<file path="src/rtl/s512pad_pkg.sv">
package s512pad_pkg;

  // input operation codes
  localparam logic OP_DATA   = 1'b0;
  localparam logic OP_FINISH = 1'b1;

  localparam int unsigned BLOCK_BYTES  = 128;
  localparam int unsigned WORD_BYTES   = 8;
  localparam int unsigned BLOCK_WORDS  = BLOCK_BYTES / WORD_BYTES;
  localparam int unsigned FILL_W       = $clog2(BLOCK_BYTES);
  localparam int unsigned WIDX_W       = $clog2(BLOCK_WORDS);
  localparam int unsigned LANE_W       = $clog2(WORD_BYTES);
  localparam int unsigned COUNT_W      = 61;

  localparam logic [7:0]        PAD_BYTE  = 8'h80;
  localparam logic [WIDX_W-1:0] LAST_WORD = WIDX_W'(BLOCK_WORDS - 1);
  // fill level at or past which the length field no longer fits after the 0x80 byte
  localparam logic [FILL_W-1:0] LEN_OFFSET = FILL_W'(112);

  // where an emitted word comes from
  typedef enum logic [1:0] {
    SRC_MEM,
    SRC_PAD,
    SRC_ZERO,
    SRC_LEN
  } src_t;

endpackage

</file>
<file path="src/rtl/sha512_message_padder_top.sv">
// sha512 message padder: front end of a sha-512/384 engine
//
// input channel (in_valid / in_stall): one item per transfer. in_operation
// selects a message byte (OP_DATA, in_data_byte) or the end of the message
// (OP_FINISH). bytes collect into a 128-byte block kept as 16 words of 64 bits
// in a single-port memory with a registered read.
// result channel (out_valid / out_stall): one 64-bit big-endian word per
// transfer, with its index in the block and first / last flags.
// a data byte does not raise in_stall unless it completes a block; a finish item
// emits one block (two when the 0x80 byte lands at offset 112 or above).
// while a block goes out, in_stall stays high.
// each word passes through two states: S_READ reads the memory, S_SHOW
// shows it on the output. the first word is offered after the S_READ state
// that follows the transfer that triggers the block; the next word is read
// only after the shown one is taken.
// out_stall holds the shown word and all its flags until it is taken.
// reset clears the fill level, the byte count and the state machine and
// arms the first-block flag; the memory needs no clearing because every word
// read out is written earlier in the same block or replaced by padding.
module sha512_message_padder_top
  import s512pad_pkg::*;
(
  input  logic        clk,
  input  logic        rst_n,
  input  logic        in_valid,
  output logic        in_stall,
  input  logic        in_operation,
  input  logic [7:0]  in_data_byte,
  output logic        out_valid,
  input  logic        out_stall,
  output logic [63:0] out_block_word,
  output logic [3:0]  out_word_index,
  output logic        out_first_block,
  output logic        out_last_of_block,
  output logic        out_last_of_message
);

  typedef enum logic [1:0] {
    S_IDLE,
    S_READ,
    S_SHOW
  } state_t;

  state_t state_r;

  // block memory, one 64-bit word per entry
  logic [63:0] mem [BLOCK_WORDS];
  logic        mem_we;
  logic [63:0] rd_r;

  // control state
  logic [FILL_W-1:0]  fill_r;
  logic [COUNT_W-1:0] count_r;
  logic               first_r;
  logic [WIDX_W-1:0]  widx_r;
  logic               pad_mode_r;   // emitting padded blocks
  logic               two_r;        // first of two padded blocks still to go
  logic               after_r;      // second padded block: all but length is zero
  logic [WIDX_W-1:0]  pad_idx_r;    // word holding the 0x80 byte
  logic               out_valid_r;
  src_t               src_r;
  src_t               src_nxt;

  // payload
  logic [63:0] acc_r;       // word being assembled
  logic [63:0] acc_nxt;
  logic [63:0] pad_word_r;
  logic [63:0] pad_word_nxt;
  logic [63:0] bit_len_r;

  logic [LANE_W-1:0] lane;
  logic              in_xfer;
  logic              out_xfer;

  assign lane     = fill_r[LANE_W-1:0];
  assign in_stall = (state_r != S_IDLE);
  assign in_xfer  = in_valid && !in_stall;
  assign out_xfer = out_valid_r && !out_stall;
  assign mem_we   = in_xfer && (in_operation == OP_DATA) && (lane == LANE_W'(WORD_BYTES - 1));

  // byte lane insert, lane 0 is the most significant byte
  always_comb begin
    acc_nxt = acc_r;
    for (int l = 0; l < WORD_BYTES; l++) begin
      if (LANE_W'(l) == lane) begin
        acc_nxt[(WORD_BYTES-1-l)*8 +: 8] = in_data_byte;
      end
    end
  end

  // padded word: bytes so far, then 0x80, then zeros
  always_comb begin
    pad_word_nxt = '0;
    for (int l = 0; l < WORD_BYTES; l++) begin
      if (LANE_W'(l) < lane) begin
        pad_word_nxt[(WORD_BYTES-1-l)*8 +: 8] = acc_r[(WORD_BYTES-1-l)*8 +: 8];
      end else if (LANE_W'(l) == lane) begin
        pad_word_nxt[(WORD_BYTES-1-l)*8 +: 8] = PAD_BYTE;
      end
    end
  end

  // source of the word about to be read
  always_comb begin
    if (!pad_mode_r) begin
      src_nxt = SRC_MEM;
    end else if (!two_r && (widx_r == LAST_WORD)) begin
      src_nxt = SRC_LEN;
    end else if (after_r) begin
      src_nxt = SRC_ZERO;
    end else if (widx_r < pad_idx_r) begin
      src_nxt = SRC_MEM;
    end else if (widx_r == pad_idx_r) begin
      src_nxt = SRC_PAD;
    end else begin
      src_nxt = SRC_ZERO;
    end
  end

  always_ff @(posedge clk) begin
    if (mem_we) begin
      mem[fill_r[FILL_W-1:LANE_W]] <= acc_nxt;
    end
    if (state_r == S_READ) begin
      rd_r <= mem[widx_r];
    end
  end

  always_ff @(posedge clk) begin
    if (in_xfer) begin
      if (in_operation == OP_DATA) begin
        acc_r <= acc_nxt;
      end else begin
        pad_word_r <= pad_word_nxt;
        bit_len_r  <= {count_r, 3'b000};
      end
    end
  end

  always_ff @(posedge clk) begin
    if (!rst_n) begin
      state_r     <= S_IDLE;
      fill_r      <= '0;
      count_r     <= '0;
      first_r     <= 1'b1;
      widx_r      <= '0;
      pad_mode_r  <= 1'b0;
      two_r       <= 1'b0;
      after_r     <= 1'b0;
      pad_idx_r   <= '0;
      out_valid_r <= 1'b0;
      src_r       <= SRC_MEM;
    end else begin
      unique case (state_r)
        S_IDLE: begin
          if (in_xfer) begin
            widx_r <= '0;
            if (in_operation == OP_DATA) begin
              fill_r  <= fill_r + FILL_W'(1);
              count_r <= count_r + COUNT_W'(1);
              if (fill_r == FILL_W'(BLOCK_BYTES - 1)) begin
                pad_mode_r <= 1'b0;
                state_r    <= S_READ;
              end
            end else begin
              fill_r     <= '0;
              count_r    <= '0;
              pad_mode_r <= 1'b1;
              two_r      <= (fill_r >= LEN_OFFSET);
              after_r    <= 1'b0;
              pad_idx_r  <= fill_r[FILL_W-1:LANE_W];
              state_r    <= S_READ;
            end
          end
        end
        S_READ: begin
          src_r       <= src_nxt;
          out_valid_r <= 1'b1;
          state_r     <= S_SHOW;
        end
        S_SHOW: begin
          if (out_xfer) begin
            out_valid_r <= 1'b0;
            if (widx_r == LAST_WORD) begin
              widx_r <= '0;
              if (pad_mode_r && two_r) begin
                // on to the block that carries only the length
                two_r   <= 1'b0;
                after_r <= 1'b1;
                first_r <= 1'b0;
                state_r <= S_READ;
              end else if (pad_mode_r) begin
                pad_mode_r <= 1'b0;
                first_r    <= 1'b1;
                state_r    <= S_IDLE;
              end else begin
                first_r <= 1'b0;
                state_r <= S_IDLE;
              end
            end else begin
              widx_r  <= widx_r + WIDX_W'(1);
              state_r <= S_READ;
            end
          end
        end
        default: state_r <= S_IDLE;
      endcase
    end
  end

  always_comb begin
    case (src_r)
      SRC_MEM:  out_block_word = rd_r;
      SRC_PAD:  out_block_word = pad_word_r;
      SRC_LEN:  out_block_word = bit_len_r;
      default:  out_block_word = '0;
    endcase
  end

  assign out_valid           = out_valid_r;
  assign out_word_index      = widx_r;
  assign out_first_block     = first_r;
  assign out_last_of_block   = (widx_r == LAST_WORD);
  assign out_last_of_message = pad_mode_r && !two_r && (widx_r == LAST_WORD);

  // no input is taken while a word is on offer
  a_no_input_while_emit: assert property (@(posedge clk) disable iff (!rst_n)
    out_valid |-> in_stall)
    else $error("input accepted while a word is on offer");

  // words of a block go out in order
  a_word_order: assert property (@(posedge clk) disable iff (!rst_n)
    (out_valid && !out_stall && !out_last_of_block) |=>
      (out_word_index == $past(out_word_index) + 4'd1))
    else $error("word index did not advance");

  // the length word closes the message and re-arms the first-block flag
  a_first_rearm: assert property (@(posedge clk) disable iff (!rst_n)
    (out_valid && !out_stall && out_last_of_message) |=> (out_first_block && !in_stall))
    else $error("first-block flag not re-armed after message");

  // a finish always leads into a padded emission
  a_finish_emits: assert property (@(posedge clk) disable iff (!rst_n)
    (in_valid && !in_stall && (in_operation == OP_FINISH)) |=> (in_stall && pad_mode_r))
    else $error("finish did not start padding");

endmodule
</file>
<file path="config.mk">
export PLATFORM = sky130hd
export DESIGN_NAME = sha512_message_padder_top
export DESIGN_NICKNAME = d
export VERILOG_FILES = /design/src/rtl/s512pad_pkg.sv /design/src/rtl/sha512_message_padder_top.sv
export SDC_FILE = /design/constraint.sdc
export NUM_CORES = 1
export LEC_CHECK = 0
export BUFFER_PORTS_ARGS = -buffer_cell sky130_fd_sc_hd__buf_2
export CORE_MARGIN = 1.5
export CORE_UTILIZATION = 62
export CTS_CLUSTER_SIZE = 10
export DETAILED_ROUTE_END_ITERATION = 10
export PLACE_DENSITY = 0.8
export SYNTH_ARGS = -nofsm -noshare
export SYNTH_HDL_FRONTEND = slang
export SYNTH_SLANG_ARGS = --single-unit
</file>
<file path="constraint.sdc">
create_clock -name clk -period 11.8 [get_ports clk]
set_clock_uncertainty 0.1 [all_clocks]
set_input_delay 1.18 -clock clk [delete_from_list [all_inputs] [get_ports clk]]
set_output_delay 1.18 -clock clk [all_outputs]
set_load 0.05 [all_outputs]
</file>
==> results.cfg, run 1 <==
[run_status]
run_status = finished clean

[routing]
wl_per_cell_um = 34.2
first_iter_violations = 3919
wl_mm = 131
firstDrtPassIters = 6
vias = 26800
drcViolationCount = 0
vias_per_cell = 7.02
ant_nets = 0

[yosys]
syn_avg_cell_area_um2 = 20.7
ys_seq_elements = 1355
ys_types = 53
yosysMostFrequentCell = edfxtp_1
synth_common_cells = edfxtp_1, mux4_2, nand2_1
ys_warn_count = 0
yosysSeqAreaShare = 0.762
synth-async-reset-ratio = 0
dominantRegCellSynth = edfxtp_1
synth_edf_count = 1270
synthTopCellsByArea = edfxtp_1, mux4_2, dfxtp_1
yosysTopAreaCellShare = 0.729
synth_nets = 2553
syn-instance-count = 2530
synth_area_mm2 = 0.0523
synth_top_area_cell = edfxtp_1

[cts]
cts_hold_buf = 0
htree_levels = 4
cts_buffers = 153
cts_root_buf = clkbuf_16
cts_max_path_buffers = 3
post_cts_buffers = 0
clkTransAtPathRegs_ns = 0.05
clock_latency_ns = 0.76
tritoncts = done
post_cts_resized = 0
numClockSinks = 1355

[layout]
syn_to_final_growth_pct = 11.4
final_cells = 3819
drive_gt1_frac = 0.264
final_util = 0.697
nets = 2714

[critical_path]
worst-path-buf-inv = 2
path_class = in2reg
worst_setup_path_start_kind = input pin
cpPeakStageDelay_ns = 0.97
required_ns = 12.06
crit_chain = buf_2, or3b_2, nor2_4, nand4b_1, nor2_4, buf_4
crit_path_end_kind = flip-flop
crit_top_cell = nor2_4
arrival_ns = 5.07
cp_slowest_cell = nor2_4
crit_fanout = 40
cp_top_family = simple AND/OR/NAND/NOR gates

[timing]
relSlewSlack = 0.113
fmax_mhz = 208
finalHoldViolCount = 0
tns_ns = 0
fin_crit_ns = 4.82
setup_violations = 0
slew_viol_final = 0
worst_pin_slew_ns = 1.32
rsz0062_at_grt = no
min_period_over_period = 0.408

[power_and_ir_drop]
peakVddDrop_mv = 0.137
power.density_mw_per_mm2 = 171
power_leakage_nw = 17.8

[run]
drv_cap = 0

[global_routing]
grt_pass1_wl_mm = 190
antenna_found_initial = 7
grt_start_max_net_pins = 156
grt_use_total = 0.312
grt_pass1_vias = 27500
grt.overflow.total = 0

[die]
io_pins = 86
rows = 106
start_util = 0.626
core_mm2 = 0.0836
dieArea_mm2 = 0.0861
die_x_um = 293
die_h_um = 293

[min_path]
hp-class = reg2reg

[placement]
port-buffer-count = 85
hpwlAfterDp_mm = 67.0
gp_congestion = 0.836
dp_cells = 3616
[stage by stage]
step	power [mW]	hold slack, ns	worst slack [ns]	instance area (um^2)
floorplan	5.74	0.317	1.55	52300
detailed placement	5.88	0.334	6.37	54100
global placement	5.86	0.332	6.49	54100
global route	10.2	0.372	6.91	58300
finish	9.94	0.349	6.98	58300
CTS	9.96	0.351	7.04	58300
[power by group]
part           total, mW  switching, mW  internal (mW)
sequential          5.35         0.0290           5.32
combinational      0.440          0.284          0.157
clock               4.15           1.81           2.34
[kinds of logic after synthesis]
| group | Yosys count | share of synthesized area |
|---|---|---|
| DFF | 1355 | 0.762 |
| muxes | 445 | 0.163 |
| and+or+nand+nor | 381 | 0.0387 |
| AOI/OAI and AO/OA | 165 | 0.0175 |
| buffers and inverters | 141 | 0.0108 |
| xor gates and xnor gates | 33 | 0.00553 |
| adders and majority gates | 10 | 0.00239 |
[state kept, by name, summed over array words and instances (netlist names), 4 cells and up]
| name | flops |
|---|---|
| acc_r | 64 |
| pad_word_r | 57 |
| pad_idx_r | 4 |
| mem | 1024 |
| bit_len_r | 61 |
| rd_r | 64 |
| count_r | 61 |
| out_word_index | 4 |
| fill_r | 7 |
[placed cells by master (no fill, tap or decap), types with 11 or more instances in the layout]
cell / synthesis / layout
a21boi_0: 11 / 11
a21oi_1: 39 / 39
and2_1: 29 / 28
and3_1: 13 / 13
buf_2: 17 / 85
buf_4: 0 / 40
clkbuf_1: 84 / 34
clkbuf_16: 0 / 153
dfxtp_1: 85 / 79
edfxtp_1: 1270 / 1270
inv_1: 19 / 17
mux2_2: 66 / 66
mux2i_1: 59 / 59
mux4_2: 320 / 320
nand2_1: 109 / 108
nand3_1: 30 / 30
nand4_1: 26 / 26
nor2_1: 65 / 52
nor2_4: 0 / 13
nor2b_1: 27 / 27
o21ai_0: 89 / 89
or3_1: 31 / 31
xor2_1: 25 / 25
[metal layers]
metal	global-route usage	part of all wire	vias up
met5	0	0.00061	-
met3	0.0840	0.11	321
li1	-	-	10600
met4	0.126	0.040	10
met2	0.507	0.50	1907
met1	0.404	0.35	13900
[worst paths after layout]
kind	start	end	slack, ns	cells after the start
setup / recovery	in_valid	mem[14][41]	6.98	6
hold / removal	count_r[60]	bit_len_r[63]	0.35	0
setup reg to reg	state_r[1]	mem[14][41]	7.08	5
hold reg to reg	count_r[60]	bit_len_r[63]	0.35	0
[cell type report]
type / instances / area (um^2)
diodes: 1 / 2.50
fillers: 4668 / 25300
clock buffers: 187 / 3960
clock inverters: 15 / 211
repair buffers: 128 / 786
multi-input cells: 1034 / 12000
flip-flops and latches: 1355 / 39900
well taps: 1080 / 1350
inverters: 19 / 75.1
Note: power is estimated with default switching activity, not from simulation.
==> run 2: changes to the inputs <==
--- a/config.mk
+++ b/config.mk
@@ -7,10 +7,10 @@
 export LEC_CHECK = 0
 export BUFFER_PORTS_ARGS = -buffer_cell sky130_fd_sc_hd__buf_2
 export CORE_MARGIN = 1.5
-export CORE_UTILIZATION = 62
+export CORE_UTILIZATION = 56
 export CTS_CLUSTER_SIZE = 10
 export DETAILED_ROUTE_END_ITERATION = 10
-export PLACE_DENSITY = 0.8
+export PLACE_DENSITY = 0.76
 export SYNTH_ARGS = -nofsm -noshare
 export SYNTH_HDL_FRONTEND = slang
 export SYNTH_SLANG_ARGS = --single-unit
==> constraint.sdc (replaced) <==
create_clock -name clk -period 4.4 [get_ports clk]
set_clock_uncertainty 0.1 [all_clocks]
set_input_delay 0.44 -clock clk [delete_from_list [all_inputs] [get_ports clk]]
set_output_delay 0.44 -clock clk [all_outputs]
set_load 0.05 [all_outputs]
==> run 2 against run 1 <==
Cell count up 4.8%. Count of clock-buffer cells in the layout is 1 higher. Final area up 1.3%. Wire length is 4.5% lower. Sequential cell count unchanged. Die area up 11%. Critical path type is now reg2out. Largest power group unchanged.
==> results.cfg, run 2 (same netlist as run 1, synthesis figures left out) <==
[critical_path]
path_class = reg2out
arrival_ns = 3.38
required_ns = 3.86
crit_fanout = 36
reg2reg_depth = 6
cp_slowest_cell = dfxtp_4
cpPeakStageDelay_ns = 0.82
crit_chain = and2_2, buf_4, nand2_1, o21ai_0, buf_2
crit_path_end_kind = primary output
worst_setup_path_start_kind = flip-flop

[layout]
nets = 2735
final_common_cell = edfxtp_1
register_area_mm2 = 0.0399
fillers = 5766
multiInputGateArea_mm2 = 0.0121
mostFrequentLayoutCells = edfxtp_1, mux4_2, clkbuf_16, nand2_1, o21ai_0
largest_reg_flops = 1024
syn_to_final_growth_pct = 12.8
n_antenna_cell = 0
drive_gt1_frac = 0.270

[power_and_ir_drop]
p_clk_frac = 0.418
swShare = 0.211
peakVddDrop_mv = 0.390
power_frac_comb = 0.044
power_leakage_nw = 18.0
p_int_mw = 21.1
power.density_mw_per_mm2 = 452
totalPowerFinal_mw = 26.7
p_sw_mw = 5.62
sequentialPowerShare = 0.537

[min_path]
min_delay_path_depth = 4
hp-class = in2reg

[die]
dieArea_mm2 = 0.0952
start_util = 0.568
die_h_um = 309
die_x_um = 309
core_mm2 = 0.0921
io_pins = 86
rows = 111

[global_routing]
grt_pass1_vias = 26700
grt_pass1_wl_mm = 182
antenna_found_initial = 5
grt_start_max_net_pins = 68
grt.overflow.total = 0
grt_use_total = 0.269

[routing]
vias_per_cell = 6.55
wl_mm = 125
wl_per_cell_um = 31.2
ant_nets = 0
drcViolationCount = 0
vias = 26200
firstDrtPassIters = 8
first_iter_violations = 3456

[cts]
cts_buffers = 154
post_cts_resized = 0
numClockSinks = 1355
cts_root_buf = clkbuf_16
cts_max_path_buffers = 3
clkTransAtPathRegs_ns = 0.05
clock_latency_ns = 0.75
tritoncts = done
htree_levels = 4

[timing]
min_period_over_period = 0.891
setup_violations = 0
worst_pin_slew_ns = 1.14
fin_crit_ns = 3.92
tns_ns = 0
slew_viol_final = 0
holdWs_ns = 0.131
fmax_mhz = 255
finalHoldViolCount = 0
rsz0062_at_grt = no
relSlewSlack = 0.235

[run_status]
run_status = finished clean

[placement]
gp_congestion = 0.835
port-buffer-count = 85
hpwlAfterDp_mm = 67.8

[run]
drv_cap = 0
[run 2: cell types whose count changed in the layout (fill, tap and decap cells not counted), sizes merged]
| cell | delta |
|---|---|
| buf | +18 |
| clkbuf | +1 |
| inv | +1 |
| dlygate4sd3 | +2 |
| diode | -1 |
[run 2: worst paths after layout]
kind                                 startpoint                  to  slack, ns
worst min-delay path                   in_valid          pad_mode_r       0.13
worst max register to register        fill_r[1]          mem[4][45]       0.73
worst max-delay path                   src_r[0]  out_block_word[63]       0.48
worst min register to register  out_first_block     out_first_block       0.37
[run 2: cell type report]
| type | count | area share |
|---|---|---|
| Sequential cell | 1355 | 0.676 |
| Multi-Input combinational cell | 1034 | 0.204 |
| Tap cell | 1243 | 0.0264 |
| Clock inverter | 16 | 0.00352 |
| Clock buffer | 188 | 0.0678 |
| Inverter | 19 | 0.00132 |
| Timing Repair Buffer | 148 | 0.0208 |
[run 2: critical path, delay by kind of cell (launching register included)]
kind | cells | cell delay (ns)
compound gates | 1 | 0.15
buf+inv | 2 | 0.82
flops | 1 | 0.82
simple gates | 2 | 0.79
[run 2: metrics by stage]
step                area (um^2)   util  instances  setup slack (ns)
floorplan                 52400      -       2530            -0.396
global placement          54800  0.595       3797             0.979
detailed placement        54800  0.595       3797             0.834
CTS                       59000  0.641       4003             0.453
global route              59000  0.641       4003             0.361
finish                    59000  0.641       4003             0.480
[run 2: power by group through the flow]
| stage | clock [mW] | sequential [mW] | combinational, mW |
|---|---|---|---|
| 2_1_floorplan | 0 | 14.6 | 0.842 |
| 3_3_place_gp | 0 | 14.6 | 1.14 |
| 3_5_place_dp | 0 | 14.6 | 1.19 |
| 4_1_cts | 11.3 | 14.3 | 1.20 |
| 5_1_grt | 11.7 | 14.3 | 1.26 |
| 6_report | 11.2 | 14.3 | 1.19 |
[run 2: metal layers]
layer  GRT usage  vias up  wire length, um
li1            -    10700                -
met1       0.374    13800            46900
met2       0.439     1577            62200
met3      0.0521      201            12600
met4      0.0811        0             3110
met5           0        -                0
[run 2: timing repair]
action,in CTS,in global routing
hold buffers,2,0
endpoints found under the hold margin,4,0
setup buffers,0,0
endpoints found under the setup margin,0,0
